==> src/rtl/core/dmv_pkg.sv <==
// Shared types and constants for the dataset mean/variance block.
// No dependencies; every other file of the block imports this package.
package dmv_pkg;

  localparam int MAX_SAMPLES = 1024;
  localparam int FRAC_BITS   = 8;

  localparam int SAMPLE_W = 16;
  localparam int CNT_W    = $clog2(MAX_SAMPLES + 1);
  localparam int SUM_W    = SAMPLE_W + $clog2(MAX_SAMPLES);
  localparam int SQ_W     = 2 * SAMPLE_W - 1 + $clog2(MAX_SAMPLES);
  localparam int MEAN_W   = 24;
  localparam int VAR_W    = 40;
  localparam int STATUS_W = 2;

  // n*sumsq - sum^2 and the shared divider
  localparam int NUM_W  = CNT_W + SQ_W;
  localparam int DIV_W  = NUM_W + FRAC_BITS;
  localparam int DEN_W  = 2 * CNT_W;
  localparam int STEP_W = $clog2(DIV_W + 1);

  localparam int QDEPTH = 2;
  localparam int QPTR_W = $clog2(QDEPTH);

  localparam logic [MEAN_W-1:0] MEAN_POS_SAT = {1'b0, {(MEAN_W-1){1'b1}}};
  localparam logic [MEAN_W-1:0] MEAN_NEG_SAT = {1'b1, {(MEAN_W-1){1'b0}}};
  localparam logic [VAR_W-1:0]  VAR_SAT      = '1;

  typedef enum logic [STATUS_W-1:0] {
    ST_OK     = 2'd0,
    ST_SINGLE = 2'd1,
    ST_OVF    = 2'd2
  } status_t;

  typedef enum logic [2:0] {
    BK_IDLE,
    BK_MUL,
    BK_SUB,
    BK_MEAN_GO,
    BK_MEAN_WAIT,
    BK_VAR_GO,
    BK_VAR_WAIT,
    BK_OUT
  } back_state_t;

  // totals of one finished set, handed from front to back
  typedef struct packed {
    logic signed [SUM_W-1:0] sum;
    logic [SQ_W-1:0]         sumsq;
    logic [CNT_W-1:0]        cnt;
    logic                    ovf;
    logic                    mode;
  } set_rec_t;

  typedef struct packed {
    logic             start;
    logic [DIV_W-1:0] dividend;
    logic [DEN_W-1:0] divisor;
  } div_req_t;

  typedef struct packed {
    logic             done;
    logic [DIV_W-1:0] quotient;
  } div_rsp_t;

endpackage

==> src/rtl/core/dmv_ifs.sv <==
// Valid/ready channel interfaces for samples in and set results out.
// Depends on dmv_pkg for field widths.
interface dmv_in_if import dmv_pkg::*; ();
  logic                       valid;
  logic                       ready;
  logic signed [SAMPLE_W-1:0] sample_value;
  logic                       last_of_set;

  modport source (output valid, output sample_value, output last_of_set, input ready);
  modport sink   (input valid, input sample_value, input last_of_set, output ready);
endinterface

interface dmv_out_if import dmv_pkg::*; ();
  logic                     valid;
  logic                     ready;
  logic signed [MEAN_W-1:0] mean_q8;
  logic [VAR_W-1:0]         variance_q8;
  logic [CNT_W-1:0]         point_count;
  logic [STATUS_W-1:0]      status;

  modport source (output valid, output mean_q8, output variance_q8, output point_count,
                  output status, input ready);
  modport sink   (input valid, input mean_q8, input variance_q8, input point_count,
                  input status, output ready);
endinterface

==> src/rtl/core/dmv_front.sv <==
// Front end: accepts samples, keeps count/sum/sum of squares, holds the mode bit.
// Depends on dmv_pkg and dmv_in_if; pushes one set record per last sample.
module dmv_front import dmv_pkg::*; (
  input  logic     clk,
  input  logic     rst_n,
  dmv_in_if.sink   in_ch,
  input  logic     cfg_we,
  input  logic     cfg_data,
  input  logic     q_full,
  output logic     push,
  output set_rec_t push_rec
);

  logic                     mode_r;
  logic signed [SUM_W-1:0]  sum_r, sum_nxt, sum_add;
  logic [SQ_W-1:0]          sumsq_r, sumsq_nxt, sumsq_add;
  logic [CNT_W-1:0]         cnt_r, cnt_nxt, cnt_add;
  logic                     ovf_r, ovf_nxt, ovf_add;
  logic signed [2*SAMPLE_W-1:0] prod;
  logic                     accept;
  logic                     room;

  assign in_ch.ready = !q_full;
  assign accept      = in_ch.valid && in_ch.ready;

  assign prod = in_ch.sample_value * in_ch.sample_value;
  assign room = cnt_r < CNT_W'(MAX_SAMPLES);

  // samples past the limit are dropped and flag the set
  always_comb begin
    sum_add   = room ? sum_r + SUM_W'(in_ch.sample_value) : sum_r;
    sumsq_add = room ? sumsq_r + SQ_W'(prod[2*SAMPLE_W-2:0]) : sumsq_r;
    cnt_add   = room ? cnt_r + CNT_W'(1) : cnt_r;
    ovf_add   = ovf_r | !room;
  end

  always_comb begin
    sum_nxt   = sum_r;
    sumsq_nxt = sumsq_r;
    cnt_nxt   = cnt_r;
    ovf_nxt   = ovf_r;
    if (accept) begin
      if (in_ch.last_of_set) begin
        sum_nxt   = '0;
        sumsq_nxt = '0;
        cnt_nxt   = '0;
        ovf_nxt   = 1'b0;
      end else begin
        sum_nxt   = sum_add;
        sumsq_nxt = sumsq_add;
        cnt_nxt   = cnt_add;
        ovf_nxt   = ovf_add;
      end
    end
  end

  assign push           = accept && in_ch.last_of_set;
  assign push_rec.sum   = sum_add;
  assign push_rec.sumsq = sumsq_add;
  assign push_rec.cnt   = cnt_add;
  assign push_rec.ovf   = ovf_add;
  assign push_rec.mode  = mode_r;

  always_ff @(posedge clk) begin
    if (!rst_n) begin
      mode_r  <= 1'b0;
      sum_r   <= '0;
      sumsq_r <= '0;
      cnt_r   <= '0;
      ovf_r   <= 1'b0;
    end else begin
      if (cfg_we) begin
        mode_r <= cfg_data;
      end
      sum_r   <= sum_nxt;
      sumsq_r <= sumsq_nxt;
      cnt_r   <= cnt_nxt;
      ovf_r   <= ovf_nxt;
    end
  end

endmodule

==> src/rtl/core/dmv_queue.sv <==
// Short FIFO of finished-set records between front and back end.
// Depends on dmv_pkg for set_rec_t and depth.
module dmv_queue import dmv_pkg::*; (
  input  logic     clk,
  input  logic     rst_n,
  input  logic     push,
  input  set_rec_t push_rec,
  input  logic     pop,
  output logic     full,
  output logic     empty,
  output set_rec_t head
);

  set_rec_t          mem_r [QDEPTH];
  logic [QPTR_W-1:0] wr_ptr_r, rd_ptr_r;
  logic [QPTR_W:0]   cnt_r, cnt_nxt;
  logic              do_push, do_pop;

  assign full    = cnt_r == (QPTR_W+1)'(QDEPTH);
  assign empty   = cnt_r == '0;
  assign head    = mem_r[rd_ptr_r];
  assign do_push = push && !full;
  assign do_pop  = pop && !empty;

  always_comb begin
    cnt_nxt = cnt_r;
    if (do_push && !do_pop) begin
      cnt_nxt = cnt_r + 1'b1;
    end else if (do_pop && !do_push) begin
      cnt_nxt = cnt_r - 1'b1;
    end
  end

  always_ff @(posedge clk) begin
    if (!rst_n) begin
      wr_ptr_r <= '0;
      rd_ptr_r <= '0;
      cnt_r    <= '0;
    end else begin
      if (do_push) begin
        wr_ptr_r <= wr_ptr_r + 1'b1;
      end
      if (do_pop) begin
        rd_ptr_r <= rd_ptr_r + 1'b1;
      end
      cnt_r <= cnt_nxt;
    end
  end

  always_ff @(posedge clk) begin
    if (do_push) begin
      mem_r[wr_ptr_r] <= push_rec;
    end
  end

endmodule

==> src/rtl/core/dmv_div.sv <==
// Restoring divider, one quotient bit per cycle.
// Depends on dmv_pkg; shared by the mean and variance steps of the back end.
module dmv_div import dmv_pkg::*; (
  input  logic     clk,
  input  logic     rst_n,
  input  div_req_t req,
  output div_rsp_t rsp
);

  logic [DIV_W-1:0]  quo_r;
  logic [DEN_W-1:0]  rem_r;
  logic [DEN_W-1:0]  dsr_r;
  logic [STEP_W-1:0] step_r;
  logic              busy_r;
  logic              done_r;
  logic [DEN_W:0]    rem_sh;
  logic              ge;
  logic [DEN_W:0]    rem_sub;

  assign rem_sh  = {rem_r, quo_r[DIV_W-1]};
  assign ge      = rem_sh >= {1'b0, dsr_r};
  assign rem_sub = rem_sh - {1'b0, dsr_r};

  assign rsp.done     = done_r;
  assign rsp.quotient = quo_r;

  always_ff @(posedge clk) begin
    if (!rst_n) begin
      busy_r <= 1'b0;
      done_r <= 1'b0;
      step_r <= '0;
    end else begin
      done_r <= 1'b0;
      if (req.start) begin
        busy_r <= 1'b1;
        step_r <= STEP_W'(DIV_W);
      end else if (busy_r) begin
        step_r <= step_r - 1'b1;
        if (step_r == STEP_W'(1)) begin
          busy_r <= 1'b0;
          done_r <= 1'b1;
        end
      end
    end
  end

  always_ff @(posedge clk) begin
    if (req.start) begin
      quo_r <= req.dividend;
      rem_r <= '0;
      dsr_r <= req.divisor;
    end else if (busy_r) begin
      quo_r <= {quo_r[DIV_W-2:0], ge};
      rem_r <= ge ? rem_sub[DEN_W-1:0] : rem_sh[DEN_W-1:0];
    end
  end

endmodule

==> src/rtl/core/dmv_back.sv <==
// Back end: per-set products, mean and variance divides, result register.
// Depends on dmv_pkg, dmv_out_if; drives the shared dmv_div through div_req_t.
module dmv_back import dmv_pkg::*; (
  input  logic       clk,
  input  logic       rst_n,
  input  logic       q_empty,
  input  set_rec_t   q_head,
  output logic       q_pop,
  output div_req_t   div_req,
  input  div_rsp_t   div_rsp,
  dmv_out_if.source  out_ch
);

  back_state_t             state_r, state_nxt;
  set_rec_t                rec_r;
  logic [SUM_W-1:0]        mag_r;
  logic [NUM_W-1:0]        nsq_r;
  logic [2*SUM_W-1:0]      sq_r;
  logic [DEN_W-1:0]        den_r;
  logic [NUM_W-1:0]        num_r;
  logic [MEAN_W-1:0]       mean_r;
  logic [VAR_W-1:0]        var_r;
  status_t                 status_r;
  logic [CNT_W-1:0]        dsr_cnt;
  logic [MEAN_W-1:0]       mean_fix;
  logic [VAR_W-1:0]        var_fix;
  logic                    neg;

  assign neg     = rec_r.sum[SUM_W-1];
  assign dsr_cnt = rec_r.mode ? rec_r.cnt - 1'b1 : rec_r.cnt;

  // truncate toward zero: divide the magnitude, then restore the sign
  always_comb begin
    if (neg) begin
      mean_fix = (div_rsp.quotient > DIV_W'(MEAN_NEG_SAT)) ? MEAN_NEG_SAT
                 : -div_rsp.quotient[MEAN_W-1:0];
    end else begin
      mean_fix = (div_rsp.quotient > DIV_W'(MEAN_POS_SAT)) ? MEAN_POS_SAT
                 : div_rsp.quotient[MEAN_W-1:0];
    end
    var_fix = (div_rsp.quotient > DIV_W'(VAR_SAT)) ? VAR_SAT
              : div_rsp.quotient[VAR_W-1:0];
  end

  always_comb begin
    state_nxt = state_r;
    case (state_r)
      BK_IDLE:      if (!q_empty) state_nxt = BK_MUL;
      BK_MUL:       state_nxt = rec_r.ovf ? BK_OUT : BK_SUB;
      BK_SUB:       state_nxt = BK_MEAN_GO;
      BK_MEAN_GO:   state_nxt = BK_MEAN_WAIT;
      BK_MEAN_WAIT: if (div_rsp.done) begin
        state_nxt = (status_r == ST_SINGLE) ? BK_OUT : BK_VAR_GO;
      end
      BK_VAR_GO:    state_nxt = BK_VAR_WAIT;
      BK_VAR_WAIT:  if (div_rsp.done) state_nxt = BK_OUT;
      BK_OUT:       if (out_ch.ready) state_nxt = BK_IDLE;
      default:      state_nxt = BK_IDLE;
    endcase
  end

  always_comb begin
    q_pop            = 1'b0;
    div_req.start    = 1'b0;
    div_req.dividend = '0;
    div_req.divisor  = '0;
    out_ch.valid     = 1'b0;
    case (state_r)
      BK_IDLE:    q_pop = !q_empty;
      BK_MEAN_GO: begin
        div_req.start    = 1'b1;
        div_req.dividend = DIV_W'(mag_r) << FRAC_BITS;
        div_req.divisor  = DEN_W'(rec_r.cnt);
      end
      BK_VAR_GO:  begin
        div_req.start    = 1'b1;
        div_req.dividend = DIV_W'(num_r) << FRAC_BITS;
        div_req.divisor  = den_r;
      end
      BK_OUT:     out_ch.valid = 1'b1;
      default:    q_pop = 1'b0;
    endcase
  end

  assign out_ch.mean_q8     = mean_r;
  assign out_ch.variance_q8 = var_r;
  assign out_ch.point_count = rec_r.cnt;
  assign out_ch.status      = status_r;

  always_ff @(posedge clk) begin
    if (!rst_n) begin
      state_r <= BK_IDLE;
    end else begin
      state_r <= state_nxt;
    end
  end

  always_ff @(posedge clk) begin
    case (state_r)
      BK_IDLE: begin
        if (!q_empty) begin
          rec_r <= q_head;
          mag_r <= q_head.sum[SUM_W-1] ? SUM_W'(-q_head.sum) : SUM_W'(q_head.sum);
        end
      end
      BK_MUL: begin
        nsq_r  <= NUM_W'(rec_r.cnt) * NUM_W'(rec_r.sumsq);
        sq_r   <= (2*SUM_W)'(mag_r) * (2*SUM_W)'(mag_r);
        den_r  <= DEN_W'(rec_r.cnt) * DEN_W'(dsr_cnt);
        mean_r <= '0;
        var_r  <= '0;
        if (rec_r.ovf) begin
          status_r <= ST_OVF;
        end else if (rec_r.mode && rec_r.cnt < CNT_W'(2)) begin
          status_r <= ST_SINGLE;
        end else begin
          status_r <= ST_OK;
        end
      end
      BK_SUB:       num_r <= nsq_r - NUM_W'(sq_r);
      BK_MEAN_WAIT: if (div_rsp.done) mean_r <= mean_fix;
      BK_VAR_WAIT:  if (div_rsp.done) var_r <= var_fix;
      default:      num_r <= num_r;
    endcase
  end

endmodule

==> src/rtl/core/dataset_mean_variance.sv <==
// Top level of the dataset mean/variance block: front, set queue, back, divider.
// Depends on dmv_pkg, dmv_ifs, dmv_front, dmv_queue, dmv_div, dmv_back.
//
// Samples stream in one per cycle while the queue has room; the front end adds
// each into a running count, sum and sum of squares in the cycle it is accepted.
// The sample marked last closes the set: its totals go into a two-entry queue
// and the front starts the next set at once. The back end turns each queued set
// into one result: mean in Q.8 truncated toward zero, variance in Q.8 floored as
// (n*sumsq - sum^2)/(n*d), with d = n or n-1 per cfg_data. One shared restoring
// divider does both divisions at one bit per cycle; overflowed sets skip the
// divides. The back end takes one set at a time, so sets that close faster than
// it finishes them fill the queue and then in_ch.ready drops until it drains.
// Status 1 flags a single point in sample mode (variance 0); status 2 flags
// more than MAX_SAMPLES points (mean and variance 0, count MAX_SAMPLES).
module dataset_mean_variance import dmv_pkg::*; (
  input  logic      clk,
  input  logic      rst_n,
  dmv_in_if.sink    in_ch,
  dmv_out_if.source out_ch,
  input  logic      cfg_we,
  input  logic      cfg_data
);

  logic     push, pop, q_full, q_empty;
  set_rec_t push_rec, q_head;
  div_req_t div_req;
  div_rsp_t div_rsp;

  dmv_front u_front (
    .clk      (clk),
    .rst_n    (rst_n),
    .in_ch    (in_ch),
    .cfg_we   (cfg_we),
    .cfg_data (cfg_data),
    .q_full   (q_full),
    .push     (push),
    .push_rec (push_rec)
  );

  dmv_queue u_queue (
    .clk      (clk),
    .rst_n    (rst_n),
    .push     (push),
    .push_rec (push_rec),
    .pop      (pop),
    .full     (q_full),
    .empty    (q_empty),
    .head     (q_head)
  );

  dmv_div u_div (
    .clk   (clk),
    .rst_n (rst_n),
    .req   (div_req),
    .rsp   (div_rsp)
  );

  dmv_back u_back (
    .clk     (clk),
    .rst_n   (rst_n),
    .q_empty (q_empty),
    .q_head  (q_head),
    .q_pop   (pop),
    .div_req (div_req),
    .div_rsp (div_rsp),
    .out_ch  (out_ch)
  );

  a_ovf_zero: assert property (@(posedge clk) disable iff (!rst_n)
    out_ch.valid && out_ch.status == ST_OVF |->
      out_ch.mean_q8 == '0 && out_ch.variance_q8 == '0 &&
      out_ch.point_count == CNT_W'(MAX_SAMPLES))
    else $error("overflowed set result not zeroed");

  a_single: assert property (@(posedge clk) disable iff (!rst_n)
    out_ch.valid && out_ch.status == ST_SINGLE |->
      out_ch.point_count == CNT_W'(1) && out_ch.variance_q8 == '0)
    else $error("single-point result malformed");

  a_count: assert property (@(posedge clk) disable iff (!rst_n)
    out_ch.valid |-> out_ch.point_count != '0)
    else $error("result with zero points");

  a_pop: assert property (@(posedge clk) disable iff (!rst_n)
    pop |=> !out_ch.valid)
    else $error("back end took a set while a result was pending");

endmodule
==> src/flat_wrapper.sv <==
// flat-port wrapper written by rule: the top's interface ports become plain ports
module dataset_mean_variance_flat import dmv_pkg::*;
  (clk, rst_n, cfg_we, cfg_data, in_ch_valid, in_ch_sample_value, in_ch_last_of_set, in_ch_ready, out_ch_valid, out_ch_mean_q8, out_ch_variance_q8, out_ch_point_count, out_ch_status, out_ch_ready);
  dmv_in_if in_ch_i ();
  dmv_out_if out_ch_i ();
  input  logic clk;
  input  logic rst_n;
  input  logic cfg_we;
  input  logic cfg_data;
  input wire logic [$bits(in_ch_i.valid)-1:0] in_ch_valid;
  input wire logic [$bits(in_ch_i.sample_value)-1:0] in_ch_sample_value;
  input wire logic [$bits(in_ch_i.last_of_set)-1:0] in_ch_last_of_set;
  output wire logic [$bits(in_ch_i.ready)-1:0] in_ch_ready;
  output wire logic [$bits(out_ch_i.valid)-1:0] out_ch_valid;
  output wire logic [$bits(out_ch_i.mean_q8)-1:0] out_ch_mean_q8;
  output wire logic [$bits(out_ch_i.variance_q8)-1:0] out_ch_variance_q8;
  output wire logic [$bits(out_ch_i.point_count)-1:0] out_ch_point_count;
  output wire logic [$bits(out_ch_i.status)-1:0] out_ch_status;
  input wire logic [$bits(out_ch_i.ready)-1:0] out_ch_ready;
  assign in_ch_i.valid = in_ch_valid;
  assign in_ch_i.sample_value = in_ch_sample_value;
  assign in_ch_i.last_of_set = in_ch_last_of_set;
  assign in_ch_ready = in_ch_i.ready;
  assign out_ch_valid = out_ch_i.valid;
  assign out_ch_mean_q8 = out_ch_i.mean_q8;
  assign out_ch_variance_q8 = out_ch_i.variance_q8;
  assign out_ch_point_count = out_ch_i.point_count;
  assign out_ch_status = out_ch_i.status;
  assign out_ch_i.ready = out_ch_ready;
  dataset_mean_variance u_core (.clk(clk), .rst_n(rst_n), .in_ch(in_ch_i), .out_ch(out_ch_i), .cfg_we(cfg_we), .cfg_data(cfg_data));
endmodule
==> config.mk <==
export PLATFORM = sky130hd
export DESIGN_NAME = dataset_mean_variance_flat
export DESIGN_NICKNAME = d
export VERILOG_FILES = /design/src/rtl/core/dmv_pkg.sv /design/src/rtl/core/dmv_ifs.sv /design/src/rtl/core/dmv_front.sv /design/src/rtl/core/dmv_queue.sv /design/src/rtl/core/dmv_div.sv /design/src/rtl/core/dmv_back.sv /design/src/rtl/core/dataset_mean_variance.sv /design/src/flat_wrapper.sv
export SDC_FILE = /design/constraint.sdc
export NUM_CORES = 2
export LEC_CHECK = 0
export ABC_AREA = 1
export ABC_CLOCK_PERIOD_IN_PS = 11400
export BUFFER_PORTS_ARGS = -buffer_cell sky130_fd_sc_hd__buf_4
export CAP_MARGIN = 20
export CORE_MARGIN = 2
export CORE_UTILIZATION = 52
export CTS_BUF_LIST = sky130_fd_sc_hd__clkbuf_16
export CTS_CLUSTER_DIAMETER = 50
export DETAILED_ROUTE_END_ITERATION = 6
export PLACE_DENSITY = 0.79
export SKIP_CTS_REPAIR_TIMING = 1
export SYNTH_ARGS = -nofsm -noshare
export SYNTH_HDL_FRONTEND = slang
export SYNTH_SLANG_ARGS = --single-unit
==> constraint.sdc <==
create_clock -name clk -period 11.4 [get_ports clk]
set_input_delay 1.71 -clock clk [delete_from_list [all_inputs] [get_ports clk]]
set_output_delay 1.71 -clock clk [all_outputs]
set_load 0.01 [all_outputs]
# Word-level counts from Yosys, hierarchy flattened
# Memories as Yosys holds them, arrays and structs flattened. A register that Yosys moved wholly into a read port is not among the register bits.
# Index checks and enable logic that the tools add are counted.
dict set report op_classes {
  n_addsub 13
  multipliers 4
  order_cmp 6
  n_eq_ne 14
  muxes 43
  bitwise 4
  n_reduce_logical 24
}
# op n
set op_table {}
lappend op_table {{case mux 83 bit (2 select lines)} 1}
lappend op_table {{2-to-1 mux 60 bit} 2}
lappend op_table {{2-to-1 mux 24 bit} 4}
lappend op_table {{2-to-1 mux 41 bit} 2}
lappend op_table {{2-to-1 mux 40 bit} 2}
lappend op_table {{case mux 40 bit (2 select lines)} 1}
lappend op_table {{> comparator 60 x 23 -> 1 bit (second input constant)} 1}
lappend op_table {{> comparator 60 x 24 -> 1 bit (second input constant)} 1}
lappend op_table {{> comparator 60 x 40 -> 1 bit (second input constant)} 1}
lappend op_table {{multiplier 11 x 41 -> 52 bit} 1}
lappend op_table {{multiplier 26 x 26 -> 52 bit} 1}
lappend op_table {{2-to-1 mux 26 bit} 2}
lappend op_table {{subtractor 52 bit} 1}
lappend op_table {{case mux 24 bit (2 select lines)} 1}
lappend op_table {{adder 41 x 31 -> 41 bit} 1}
lappend op_table {{2-to-1 mux 11 bit} 3}
lappend op_table {{multiplier 16 x 16 -> 31 bit} 1}
lappend op_table {{adder 26 x 16 -> 26 bit} 1}
lappend op_table {{negator 26 bit} 1}
lappend op_table {{2-to-1 mux 25 bit} 1}
lappend op_table {{negator 24 bit} 1}
lappend op_table {{case mux 3 bit (8 select lines)} 1}
lappend op_table {{>= comparator 23 x 22 -> 1 bit} 1}
lappend op_table {{multiplier 11 x 11 -> 22 bit} 1}
lappend op_table {{33 further kinds} 75}
dict set report totals {
  register_bits 549
  ramBits 160
  input_bits 23
  output_inout_bits 79
  elab_cells 139
  n_memories 1
}
# name words width rd rd_clocked_by_memory_dff write_ports line_no
set memory_table {}
lappend memory_table {u_core.u_queue.mem_r 2 80 1 1 1 dmv_queue.sv:14} ;# set_rec_t mem_r [QDEPTH];

# Longest topological paths before layout
dict set report depth {
  depth_word 9
  mapped_depth 40
  ltp_nobuf 39
}

# By module
# From an unflattened synthesis, not the netlist that was laid out.
dict set report hier_totals {
  cells_unflattened 11238
  area_unflattened_um2 88451.1
}
# mod instances cells_per_inst area_each_um2 seq_area_each_um2
set by_module_without_submodules {}
lappend by_module_without_submodules {dmv_back 1 7499 58014.4 9789.4}
lappend by_module_without_submodules {dmv_front 1 2631 17653.2 1601.5}
lappend by_module_without_submodules {dmv_queue 1 287 6422.4 4904.7}
lappend by_module_without_submodules {dmv_div 1 821 6361.1 3062.9}

# Worst setup path after synthesis
# Ideal clock, no wire load.
dict set report synth_timing {
  kind {in2reg}
  start {input port in_ch_sample_value[3]}
  end {memory u_core.u_queue.mem_r[0][51] in the netlist's numbering (data pin)}
  setup_time_ps 258
  t_arrival_ps 8358
  required_time_ps 11142
  path_slack_ps 2784
  cell_stages 32
  path_buffers 2
  path_cell_list {clkbuf_1 > clkbuf_1 > nand2_1 > fa_1 > fa_1 > inv_1 > fa_1 > inv_1 > fa_1 > inv_1 > fa_1 > inv_1 > fa_1 > inv_1 > ha_1 > nand2_1 > nor2_1 > nand2_1 > nor3_1 > nand2_1 > inv_1 > nor2_1 > xor2_1 > ha_1 > nand2_1 > nor2_1 > inv_1 > nor3_1 > nand4_1 > nand3_1 > nand3_1 > and2_1}
}
# item line_no
set synth_rtl {}
lappend synth_rtl {{start: declaration} flat_wrapper.sv:11} ;# input wire logic [$bits(in_ch_i.sample_value)-1:0] in_ch_sample_value;
lappend synth_rtl {{end: declaration} dmv_queue.sv:14}

==> results.md <==
- Core ar.: 159000 sq um
- Met2 Resource Use GR: 48.0%
- Clk Latency, worst-skew pair: 0.69 ns
- Post-route setup TNS: 0 ns
- Clock Tree Buf Depth: 3
- Detailed-route vias per instance: 5.39
- Drt wl/cell: 18.3 um
- Total die area: 163000 sq um
- Tcrit/Tclk final: 76.4%
- Cell row count: 146
- DRC Markers: 0
- Dominant cell by count in the synthesized netlist: nand2_1
- # clock sinks: 684
- Seq/Total Area, Yosys: 23.3%
- Share of layout cells above drive strength 1: 3.55%
- Syn Inst Count: 10118
- DIE WIDTH: 404 um
- Syn_nets: 11888
- Maxcap violations: 0
- Gpl congestion: 1.01
- Gr busiest metal: met2
- Ant. Diodes: 0
- Pre-Repair DR Iteration Count: 6
- Clock-pin transition on the worst setup and hold timing paths: 0.06 ns
- Status: finished clean
- Commonest cells in the netlist: nand2_1 (2552), inv_1 (2385), fa_1 (1172)
- Area grow syn2layout: 6.40%
- Clk root buf: clkbuf_16
- Antenna violations before repair: 3
- Post-Syn Area: 83200 sq um
- DR iter-0 viols: 5511
- Arr. time, crit path: 9.14 ns
- GR Util All Layers: 27.7%
- Share of the synthesized area in the top cell type: 28.2%
- Final hold violation count: 0
- Vias in the first global route: 68339
- Avg Synthesized Cell Area: 8.22 sq um
- Clock Skew: 0.0387 ns
- Final Setup Violations: 0
- Final Max Slew Viols: 0
- Syn. warnings: 0
- Gr ovfl total: 0
- Asr flop ratio synth: 0%
- Min cycle time layout: 8.71 ns
- Nets@finish: 11806
- Count of different cell masters after synthesis: 53
- Initial Util: 52.5%
- Unrepaired setup endpoints after global routing: false
- Number of flops mapped to enable cells by yosys: 566
- Met3 GRT Util: 3.98%
- Startpoint type of the worst setup path: input port
- Overall via count from detail_route: 65678
- TritonCTS clock tree: done
- CTS Buf Count: 80
- DIE HEIGHT: 404 um
- CTS H-tree depth: 3
- Final ANT Viol Nets: 0
- Crit Path Max Fanout: 34
- Worst-Margin Slew: 1.08 ns
- Largest net degree at the start of global routing: 84
- Synth top area cells: fa_1 (28%), edfxtp_1 (20%), nand2_1 (12%), inv_1 (11%), ha_1 (8.6%)
- Worst Path Required: 11.83 ns
- Main flop type after synthesis: edfxtp_1
- M1 GR Usage: 35.2%
- First-pass GRT wire length: 358000 um
- WS Path Type: input port to register
- CP endpoint kind: register
- # IOs: 102
- Dpl hpwl: 180000 um
- Hold Crit Class: register to register
- Rel. slew slack: 27.1%
- I/O Buffers: 101
- Synth Register Bits: 684
- FMAX: 115 MHz
- Synth area leader: fa_1
- Routed wire length: 223000 um
-- critical path: stages --
cell     delay (ns)
buf_4          0.36
nand2_1        0.20
fa_1           0.75
fa_1           0.56
inv_1          0.36
fa_1           0.48
fa_1           0.48
fa_1           0.56
inv_1          0.06
fa_1           0.53
inv_1          0.05
ha_1           0.37
nand2_1        0.14
nor4_1         0.41
nand3_1        0.17
nand3_1        0.16
xor2_1         0.26
ha_1           0.31
nand2_1        0.14
nor2_1         0.20
nand2_1        0.12
nor3_1         0.21
nand4_1        0.11
nand3_1        0.14
nand3_1        0.10
and2_1         0.22
-- placed cells by master (no fill, tap or decap), types with 22 or more instances in the layout --
master / instances
a21o_1: 35
a21oi_1: 481
a31oi_1: 54
buf_4: 162
clkbuf_16: 85
dfxtp_1: 117
edfxtp_1: 566
fa_1: 1172
ha_1: 575
inv_1: 2395
nand2_1: 2551
nand3_1: 278
nand4_1: 69
nor2_1: 564
nor3_1: 74
o211ai_1: 26
o21ai_0: 290
o21ai_1: 23
o21bai_1: 45
o221ai_1: 22
or2_2: 23
xnor2_1: 91
xor2_1: 175
-- flip-flops by register name (all words and copies together), names as in the netlist, 3 cells and up, named ones only --
register	flops
u_core.u_div.dsr_r	22
u_core.u_back.out_ch.mean_q8	24
u_core.u_queue.mem_r	160
u_core.u_back.sq_r	51
u_core.u_div.rem_r	22
u_core.u_back.num_r	52
u_core.u_front.cnt_r	11
u_core.u_back.mag_r	25
u_core.u_div.quo_r	60
u_core.u_front.sum_r	26
u_core.u_front.sumsq_r	41
u_core.u_back.out_ch.point_count	11
u_core.u_back.out_ch.variance_q8	40
u_core.u_back.den_r	22
u_core.u_div.step_r	6
u_core.u_back.rec_r	44
u_core.u_back.state_r	3
u_core.u_back.nsq_r	52
-- stage by stage --
| stage | util, % | cells | hold slack (ns) | instance area [sq um] | worst slack (ns) |
|---|---|---|---|---|---|
| floorplan | - | 10118 | 0.420 | 83200 | 2.78 |
| global placement | 54.1 | 12023 | 0.433 | 85800 | 2.08 |
| detailed placement | 54.1 | 12024 | 0.449 | 85800 | 1.99 |
| CTS | 55.8 | 12173 | 0.455 | 88500 | 2.69 |
| global route | 55.8 | 12175 | 0.482 | 88500 | 2.01 |
| finish | 55.8 | 12175 | 0.458 | 88500 | 2.69 |
-- cell families after synthesis --
family / count (synthesis) / synth area share (%)
simple gates: 3646 / 17.6
buf+inv: 2726 / 12.4
fa+ha+maj: 1747 / 36.9
compound gates: 1039 / 6.95
flops: 684 / 23.3
xor+xnor: 266 / 2.80
mux: 10 / 0.129
-- cell type report --
type	instances	area [sq um]
inverter	2397	9000
timing repair buffer	165	1290
clock buffer	85	2130
fill	14020	70000
sequential	684	19400
tap	2072	2590
multi-input combinational	6708	53600
clock inverter	64	563
-- per-layer routing --
| layer | up-vias | routed length (um) |
|---|---|---|
| met3 | 506 | 16400 |
| met1 | 31985 | 88800 |
| met4 | 0 | 7970 |
| met5 | - | 0 |
| li1 | 30639 | - |
| met2 | 2548 | 110000 |
-- path summary, 6_finish.rpt --
kind                           start                     endpoint  slack [ns]  cells past startpoint
max           in_ch_sample_value[15]  u_core.u_queue.mem_r[1][51]        2.69                     26
min          u_core.u_queue.rd_ptr_r                     register        0.46                      1
max reg2reg  u_core.u_back.mag_r[14]       u_core.u_back.sq_r[40]        3.89                     22
min reg2reg  u_core.u_queue.rd_ptr_r                     register        0.46                      1
Power is not shown: default switching activity piles up to over one toggle a cycle in this logic, so the estimate is an artifact.
